[src/csma_pkg.sv]
`timescale 1ns / 1ps
// ---------------------------------------------------------------------------
// csma_pkg
// Shared types and constants for the cross-spectrum magnitude accumulator.
// ---------------------------------------------------------------------------
package csma_pkg;

  localparam int unsigned CHANNELS = 8;
  localparam int unsigned BINS     = 1024;
  localparam int unsigned AccW     = 48;
  localparam int unsigned SmpW     = 16;

  typedef enum logic [1:0] {
    OP_SAMPLE = 2'd0,
    OP_READ   = 2'd1,
    OP_CLEAR  = 2'd2,
    OP_NONE   = 2'd3
  } opcode_e;

  // controller -> datapath
  typedef struct packed {
    logic load;       // capture the input word
    logic wr_latest;  // store sample as latest of its channel
    logic mul;        // form complex product for pair index
    logic sq;         // square both parts
    logic sqrt_start; // launch square root
    logic acc_rd;     // read accumulator entry
    logic acc_wr;     // write saturated sum back
    logic mirror;     // use swapped pair address
    logic clr_step;   // clear sweep: write one zero entry
    logic out_strobe; // drive result
  } ctrl_t;

  // datapath -> controller
  typedef struct packed {
    logic sqrt_done;
    logic diag;
    logic clr_last;
  } stat_t;

endpackage

[src/csma_ctrl.sv]
`timescale 1ns / 1ps
// ---------------------------------------------------------------------------
// csma_ctrl
// Sequencer: per-pair product, root and one or two read-modify-writes; read; clear sweep.
// ---------------------------------------------------------------------------
module csma_ctrl (
  input  logic            clk_i,
  input  logic            rst_ni,
  input  logic            start_i,
  input  logic [1:0]      opcode_i,
  input  logic            valid_cmd_i,
  input  csma_pkg::stat_t stat_i,
  output csma_pkg::ctrl_t ctrl_o,
  output logic            busy_o,
  output logic            strobe_o
);
  import csma_pkg::*;

  typedef enum logic [3:0] {
    S_IDLE, S_WLAT, S_MUL, S_SQ, S_LAUNCH, S_ROOT, S_RD0, S_WR0, S_RD1, S_WR1,
    S_READ, S_OUT, S_CLR
  } state_e;

  state_e state_q;
  ctrl_t  c;
  logic   strobe_q;

  // clear sweep runs from reset so the store starts zeroed
  always_comb begin
    c = '0;
    c.load       = (state_q == S_IDLE) && start_i;
    c.wr_latest  = (state_q == S_WLAT);
    c.mul        = (state_q == S_MUL);
    c.sq         = (state_q == S_SQ);
    c.sqrt_start = (state_q == S_LAUNCH);  // radicand is registered by now
    c.acc_rd     = (state_q == S_RD0) || (state_q == S_RD1);
    c.acc_wr     = (state_q == S_WR0) || (state_q == S_WR1);
    c.mirror     = (state_q == S_RD1) || (state_q == S_WR1);
    c.clr_step   = (state_q == S_CLR);
    c.out_strobe = (state_q == S_READ);
  end

  always_ff @(posedge clk_i or negedge rst_ni) begin
    if (!rst_ni) begin
      state_q  <= S_CLR;
      strobe_q <= 1'b0;
    end else begin
      strobe_q <= 1'b0;
      unique case (state_q)
        S_IDLE: if (start_i) begin
          unique case (opcode_i)
            OP_SAMPLE: if (valid_cmd_i) state_q <= S_WLAT;
            OP_READ:   state_q <= S_READ;
            OP_CLEAR:  state_q <= S_CLR;
            default:   state_q <= S_IDLE;
          endcase
        end
        S_WLAT:   state_q <= S_MUL;
        S_MUL:    state_q <= S_SQ;
        S_SQ:     state_q <= S_LAUNCH;
        S_LAUNCH: state_q <= S_ROOT;
        S_ROOT:   if (stat_i.sqrt_done) state_q <= S_RD0;
        S_RD0:    state_q <= S_WR0;
        S_WR0:    state_q <= stat_i.diag ? S_IDLE : S_RD1;
        S_RD1:    state_q <= S_WR1;
        S_WR1:    state_q <= S_MUL;
        S_READ:   state_q <= S_OUT;
        S_OUT: begin
          strobe_q <= 1'b1;
          state_q  <= S_IDLE;
        end
        S_CLR:    if (stat_i.clr_last) state_q <= S_IDLE;
        default:  state_q <= S_IDLE;
      endcase
    end
  end

  assign ctrl_o   = c;
  assign busy_o   = (state_q != S_IDLE);
  assign strobe_o = strobe_q;
endmodule

[config.mk]
export PLATFORM = sky130hd
export DESIGN_NAME = csma_ctrl
export DESIGN_NICKNAME = d
export VERILOG_FILES = /design/src/csma_pkg.sv /design/src/csma_ctrl.sv
export SDC_FILE = /design/constraint.sdc
export NUM_CORES = 1
export LEC_CHECK = 0
export ABC_AREA = 1
export BUFFER_PORTS_ARGS = -buffer_cell sky130_fd_sc_hd__buf_4
export CAP_MARGIN = 20
export CORE_AREA = 2 2 39 41
export CTS_CLUSTER_SIZE = 40
export DETAILED_ROUTE_END_ITERATION = 12
export DIE_AREA = 0 0 41 43
export MAX_ROUTING_LAYER = met4
export PLACE_DENSITY = 0.74
export SLEW_MARGIN = 20
export SYNTH_ARGS = -nofsm -noshare
export SYNTH_HDL_FRONTEND = slang
export SYNTH_SLANG_ARGS = --single-unit
[constraint.sdc]
create_clock -name clk_i -period 1.16 [get_ports clk_i]
set_clock_uncertainty 0.1 [all_clocks]
set_input_delay 0.058 -clock clk_i [delete_from_list [all_inputs] [get_ports clk_i]]
set_output_delay 0.058 -clock clk_i [all_outputs]
set_load 0.01 [all_outputs]
# Word level (Yosys, flattened, before mapping)
# Index checks and enable logic that the tools add are counted.
# Widths: inputs -> output; s select.
# word_totals
inputBits	9
reg_bits	5
output_inout_bits	12
word_cells	37
# classes
n_eq_ne	18
reduce_logical	9
mux	8
# op_table
cell	n
$pmux 4 s11	1
$eq 4x4->1 const B	5
$mux 4	5
$eq 4x3->1 const B	4
$pmux 4 s3	1
$eq 4x2->1 const B	2
$ne 2x2->1 const B	3
$eq 4x1->1 const B	1
$logic_not 4->1	1
$reduce_and 4->1	1
$reduce_bool 4->1	1
$logic_or 1x1->1	3
$ne 3x3->1 const B	1
$eq 2x1->1 const B	1
$eq 2x2->1 const B	1
$logic_not 2->1	1
$reduce_or 2->1	1
$logic_and 1x1->1	1
$mux 1	1

# Logic depth before layout (Yosys ltp)
# Gate-level depths: netlist of the first run.
# depth
depth_word	4
depth_mapped	7
ltp_nobuf	7

# Worst setup path after synthesis of the first run
# OpenSTA, ideal clock, no wires.
# synth_path
kind	register -> output
start	register state_q[3]
end	output port ctrl_o[4] in the netlist's numbering
slack_ps	-136
path_buffers	0
stages_incl_launch_ff	5
arrival_ps	1138
required_time_ps	1002
cell_sequence	dfstp_2 inv_1 nor2_1 inv_1 o21ai_0
# synth_lines
item	line	source
start: declaration	csma_ctrl.sv:24	state_e state_q;
start signal: assignment	csma_ctrl.sv:64	S_WR0: state_q <= stat_i.diag ? S_IDLE : S_RD1;
end: declaration	csma_ctrl.sv:13	output csma_pkg::ctrl_t ctrl_o,

==> results of run 1 <==
-- routing by layer --
metal / vias to the layer above / track usage, %
li1: 328 / -
met1: 292 / 20.5
met2: 34 / 37.2
met3: 6 / 6.28
met4: 0 / 11.3
met5: - / -
-- cell type report --
type | instances | area [sq um] | share of cell area, %
Tap cell | 16 | 20.0 | 2.13
Clock buffer | 4 | 26.3 | 2.80
Timing Repair Buffer | 41 | 329 | 35.1
Inverter | 18 | 67.6 | 7.20
Multi-Input combinational cell | 57 | 368 | 39.2
Sequential cell | 5 | 128 | 13.6
-- Yosys cell counts, types with 2 or more instances --
library cell	n	share of area, %
dfstp_2	2	11
a21oi_1	2	2.0
nand2_1	19	14
nor2_2	2	2.5
nor3_1	2	2.0
nor2_1	13	9.9
dfrtp_1	3	15
nand3_1	6	6.1
inv_1	17	13
ha_1	4	10
nand2_2	3	3.8
-- per-stage QoR --
step	std cells	power (mW)
after floorplan	80	1.03
after global placement	127	1.60
after detailed placement	127	1.63
after CTS	139	2.03
after global routing	141	2.41
final	141	2.24
-- worst max-delay path, stage by stage (launching register included) --
cell	delay [ps]
dfstp_2	570
buf_4	120
nand2_2	70
nor2_4	110
buf_6	100
buf_6	90
-- kinds of logic (layout without fill, tap and decap cells) --
group                    after synthesis  in the layout  share of synthesized area (%)
AO/OA/AOI/OAI                          6              6                           7.85
adder cells (fa/ha/maj)                4              4                           10.1
buffers and inverters                 18             63                           13.7
AND/OR/NAND/NOR                       47             47                           42.5
flip-flops                             5              5                           25.8
-- state kept, by name (all words and copies together) (netlist names) --
signal,count
state_q,4
strobe_o,1
-- layout by cell type, fill, tap and decap left out, types with 3 or more instances in the layout --
cell / Yosys / layout
nand2_1: 19 / 15
buf_6: 0 / 5
nand3_1: 6 / 5
buf_4: 0 / 35
dfrtp_1: 3 / 3
nor2_1: 13 / 7
clkbuf_4: 0 / 3
inv_1: 17 / 12
nand2_2: 3 / 6
nor2_4: 1 / 5
inv_2: 1 / 6
ha_1: 4 / 4
nor2_2: 2 / 4
-- power by group through the flow --
stage | combinational (mW) | sequential [mW] | clock (mW)
2_1_floorplan | 0.669 | 0.366 | 0
3_3_place_gp | 1.24 | 0.364 | 0
3_5_place_dp | 1.26 | 0.365 | 0
4_1_cts | 1.48 | 0.345 | 0.203
5_1_grt | 1.82 | 0.356 | 0.234
6_report | 1.68 | 0.348 | 0.211
-- timing repair --
item,in CTS,in global routing
cloned,0,0
buffers inserted,7,2
hold buffers,1,0
endpoints found under the hold margin,5,0
resized for setup,11,11
endpoints found under the setup margin,16,16
pin swaps,6,6
-- how the worst max path moves through the flow --
| stage | endpoint | slack (ps) | cells after the start |
|---|---|---|---|
| floorplan | state_q[1]$_DFFE_PN0P_ | -60 | 5 |
| global placement | ctrl_o[4] | -120 | 5 |
| detailed placement | ctrl_o[4] | -140 | 5 |
| CTS | busy_o | -280 | 5 |
| global route | ctrl_o[4] | -370 | 5 |
| finish | ctrl_o[1] | -310 | 5 |
==> flow_metrics.py, run 1 <==
metrics = {
    "timing": {
        "fin_setup_tns_ps": -3910,
        "min_period_ps": 1470,
        "finalSetupViolations": 16,
        "setup_ws_ps": -307,
        "drv_slew": 0,
        "fmax_mhz": 682,
        "fin_crit_sh_pct": 126,
        "hold_slack_ps": 31.2,
        "hold_violations": 0,
        "relSlewSlack_pct": 88.4,
        "rsz0062_at_grt": "yes",
        "worst_slew_pin_slew_ps": 173,
    },
    "grt": {
        "gr-usage-all-layers_pct": 21.8,
        "grt_max_degree": 6,
        "antenna_found_initial": 0,
        "grt_pass1_vias": 670,
        "overflow": 0,
        "grt_pass1_wl_um": 2550,
    },
    "place": {
        "dp.final_hpwl_um": 1080,
        "gp_congestion": 0.799,
        "post-place-ws_ps": -136,
        "dpl_cell_area_sq_um": 768,
        "io_buffers": 20,
    },
    "routing": {
        "routed_via_density": 4.68,
        "met2_length_um": 905,
        "dr_wl_met3_um": 97,
        "avgRoutedWirePerCell_um": 11.6,
        "vias": 660,
        "wirelength_um": 1640,
        "drt-initial-drc-count": 10,
        "routed.top_layer": "met4",
        "drt_drc_violations_left": 0,
        "m1WireLength_um": 600,
        "ant_nets": 0,
        "firstDrtPassIters": 4,
    },
    "final_layout": {
        "finalInstanceArea_sq_um": 938,
        "areaGrowthSynthToFinish_pct": 89.9,
        "drive_above_1_share_pct": 57.6,
        "fill_cells": 113,
        "n_antenna_cell": 0,
        "utilization_pct": 67.8,
        "fin_nets": 139,
    },
    "setup_path": {
        "rr_startpoint": "state_q[3]$_DFFE_PN1P_",
        "worstPathMaxFanout": 4,
        "reg2reg_depth": 7,
        "arrival_ps": 1310,
        "timing.rr.end": "state_q[2]$_DFFE_PN1P_",
        "ff2ff_setup_slack_ps": -250,
        "crit_type": "reg -> out",
        "endpoint_kind": "output pin",
        "startpoint_type": "flip-flop",
        "cp.required_ps": 1000,
        "startpoint": "state_q[3]$_DFFE_PN1P_",
    },
    "min_path": {
        "min_from": "stat_i[1]",
        "hold_depth": 4,
        "holdPathEnd": "state_q[3]$_DFFE_PN1P_",
        "holdCritPathClass": "in -> reg",
    },
    "pwr": {
        "peakVddDrop_mv": 1.25,
        "power_frac_seq_pct": 15.5,
        "pwr-share-clk_pct": 9.4,
        "swShare_pct": 46.5,
        "p_comb_share_pct": 75.0,
        "p_per_area_nw_per_um2": 2390,
        "internal_power_mw": 1.20,
        "power.switching_mw": 1.04,
        "leakage_nw": 0.552,
    },
    "synth": {
        "netlist_area_sq_um": 494,
        "yosys.cell_types.count": 18,
        "synth_ff_type": "dfrtp_1",
        "synth_edf_count": 0,
        "synth-seq-cells": 5,
        "syn_nets": 93,
        "synth-async-reset-ratio_pct": 100,
        "synth-warning-count": 0,
        "syn_inst": 80,
        "syn_area_per_cell_sq_um": 6.18,
        "synth-seq-area-share_pct": 25.8,
    },
    "clock_tree": {
        "cts_buffer_depth": 2,
        "cts_tree": "yes",
        "clock-sinks": 5,
        "cts_max_level": 1,
        "cts_made_buffers": 3,
        "clock-root-buffer": "clkbuf_4",
        "insertion_delay_ps": 250,
        "cts.reportedPaths.clkPinSlew_ps": 50,
    },
    "floorplan": {
        "row_count": 14,
        "core_area_sq_um": 1380,
        "die_h_um": 43,
        "die_w_um": 41,
        "start_util_pct": 35.7,
        "io_pins": 21,
        "die_area_sq_um": 1760,
    },
    "status": {
        "status": "complete, but fails checks",
        "violations": "negative setup slack",
    },
    "flow_run": {
        "cap_violations": 0,
    },
}
(Power assumes the default switching activity.)
==> inputs of run 2 (changes only) <==
ABC_AREA = unset   (was 1)
PLACE_DENSITY = 0.75   (was 0.74)
==> flow_metrics.py, run 2 <==
metrics = {
    "final_layout": {
        "layout_common_cells": "buf_4 (36), buf_6 (14), inv_1 (5), nor2_1 (5)",
        "fill_cells": 95,
        "drive_above_1_share_pct": 67.8,
        "areaGrowthSynthToFinish_pct": 113,
        "utilization_pct": 77.1,
        "largest_reg_flops": 4,
        "fin_nets": 132,
        "n_antenna_cell": 0,
        "fin_cells": 134,
        "layout_commonest_cell": "buf_4",
        "finalInstanceArea_sq_um": 1070,
        "top_register": "state_q",
    },
    "timing": {
        "min_period_ps": 1560,
        "hold_slack_ps": 52.6,
        "worst_slew_pin_slew_ps": 383,
        "drv_slew": 0,
        "hold_violations": 0,
        "fin_crit_sh_pct": 135,
        "setup_ws_ps": -405,
        "fmax_mhz": 639,
        "fin_setup_tns_ps": -5100,
        "relSlewSlack_pct": 74.1,
        "rsz0062_at_grt": "yes",
        "finalSetupViolations": 16,
    },
    "floorplan": {
        "start_util_pct": 36.3,
        "io_pins": 21,
        "core_area_sq_um": 1380,
        "row_count": 14,
        "die_h_um": 43,
        "die_w_um": 41,
        "die_area_sq_um": 1760,
    },
    "synth": {
        "yosysMostFrequentCell": "nor2_1",
        "yosys.cell_types.count": 28,
        "synth.top_cells.by_area": "dfrtp_1 (15%), dfstp_2 (10%), ha_1 (10%)",
        "synth-async-reset-ratio_pct": 100,
        "yosysTopAreaCell": "dfrtp_1",
        "synth-seq-area-share_pct": 25.4,
        "synth-seq-cells": 5,
        "synth_ff_type": "dfrtp_1",
        "synth_edf_count": 0,
        "syn_area_per_cell_sq_um": 7.84,
        "syn_nets": 77,
        "netlist_area_sq_um": 502,
        "synth-warning-count": 0,
        "synth_commonest_cells": "nor2_1 (9), inv_1 (6), a21oi_1 (5), ha_1 (4), nor3_1 (4)",
        "synth_top_area_share_pct": 15.0,
        "syn_inst": 64,
    },
    "clock_tree": {
        "cts_tree": "yes",
        "cts.reportedPaths.clkPinSlew_ps": 50,
        "clock-root-buffer": "clkbuf_4",
        "clock-sinks": 5,
        "cts_made_buffers": 3,
        "insertion_delay_ps": 250,
        "cts_max_level": 1,
        "cts_buffer_depth": 2,
    },
    "status": {
        "violations": "negative setup slack",
        "status": "complete, but fails checks",
    },
    "pwr": {
        "p_per_area_nw_per_um2": 2520,
        "leakage_nw": 0.527,
        "peakVddDrop_mv": 1.15,
    },
    "routing": {
        "ant_nets": 0,
        "wirelength_um": 1990,
        "drt_drc_violations_left": 0,
        "routed_via_density": 5.27,
        "vias": 706,
        "drt-initial-drc-count": 7,
        "firstDrtPassIters": 4,
        "avgRoutedWirePerCell_um": 14.9,
    },
    "grt": {
        "grt_pass1_wl_um": 3040,
        "overflow": 0,
        "grt_max_degree": 11,
        "grt_pass1_vias": 698,
        "antenna_found_initial": 0,
        "gr-usage-all-layers_pct": 26.6,
    },
    "setup_path": {
        "worstPathMaxFanout": 4,
        "rr_startpoint": "state_q[2]$_DFFE_PN1P_",
        "cp.required_ps": 1000,
        "arrival_ps": 1410,
        "reg2reg_depth": 5,
        "endpoint_kind": "output pin",
        "crit_type": "reg -> out",
        "timing.rr.end": "state_q[2]$_DFFE_PN1P_",
        "ff2ff_setup_slack_ps": -400,
        "startpoint_type": "flip-flop",
    },
    "min_path": {
        "holdCritPathClass": "in -> async",
    },
    "place": {
        "dp.final_hpwl_um": 1090,
        "io_buffers": 20,
        "dpl_cell_area_sq_um": 767,
        "gp_congestion": 0.952,
        "dpl.cell_count": 110,
    },
    "flow_run": {
        "cap_violations": 0,
    },
}
==> run 2: cell families (layout without fill, tap and decap cells) <==
| group | count (synthesis) | in the layout | share of synthesized area (%) |
|---|---|---|---|
| and+or+nand+nor | 28 | 28 | 29.2 |
| AOI/OAI and AO/OA | 16 | 16 | 23.9 |
| buffers and inverters | 11 | 65 | 11.5 |
| DFF | 5 | 5 | 25.4 |
| adders and majority gates | 4 | 4 | 9.98 |
==> run 2: per-layer routing <==
metal / wire length, um / GRT usage [%] / part of all wire [%] / vias to the layer above
li1: - / - / - / 332
met1: 739 / 27.3 / 37 / 331
met2: 1090 / 48.1 / 55 / 39
met3: 123 / 3.66 / 6.2 / 4
met4: 35 / 8.67 / 1.8 / 0
met5: 0 / - / 0 / -
==> run 2: what timing repair did <==
item	in CTS	in global routing
endpoints found under the hold margin	7	0
hold buffers	4	0
pin swaps	9	3
setup buffers	16	1
endpoints found under the setup margin	16	16
resized for setup	20	9
==> run 2: layout make-up <==
type	count	area [sq um]	area share, %
Clock buffer	4	26.3	2.46
Tap cell	16	20.0	1.88
Multi-Input combinational cell	48	397	37.2
Timing Repair Buffer	54	468	43.8
Sequential cell	5	130	12.2
Inverter	7	26.3	2.46
==> run 2: per-stage QoR <==
stage | worst slack [ps] | power, mW
global placement | -194 | 1.70
global route | -446 | 2.83
CTS | -359 | 2.49
detailed placement | -218 | 1.74
floorplan | -152 | 1.20
finish | -405 | 2.68
==> run 2: worst max-delay path by stage <==
stage | depth (start not counted) | endpoint | start
2_1_floorplan | 4 | state_q[0]$_DFFE_PN0P_ | state_q[3]$_DFFE_PN1P_
3_3_place_gp | 4 | state_q[3]$_DFFE_PN1P_ | state_q[2]$_DFFE_PN1P_
3_5_place_dp | 4 | state_q[3]$_DFFE_PN1P_ | state_q[2]$_DFFE_PN1P_
4_1_cts | 5 | ctrl_o[3] | state_q[2]$_DFFE_PN1P_
5_1_grt | 5 | ctrl_o[3] | state_q[2]$_DFFE_PN1P_
6_report | 6 | ctrl_o[3] | state_q[3]$_DFFE_PN1P_
==> run 2: power breakdown <==
part	internal (mW)	switching, mW	total (mW)
clock	0.131	0.0809	0.212
combinational	1.16	0.910	2.07
sequential	0.273	0.134	0.408
==> run 2: worst max-delay path: stages (launching register included) <==
cell      delay, ps
dfstp_2         570
buf_6           140
nand2b_4         60
nor2_4          100
a21oi_2          60
nor2b_2         120
buf_6           110
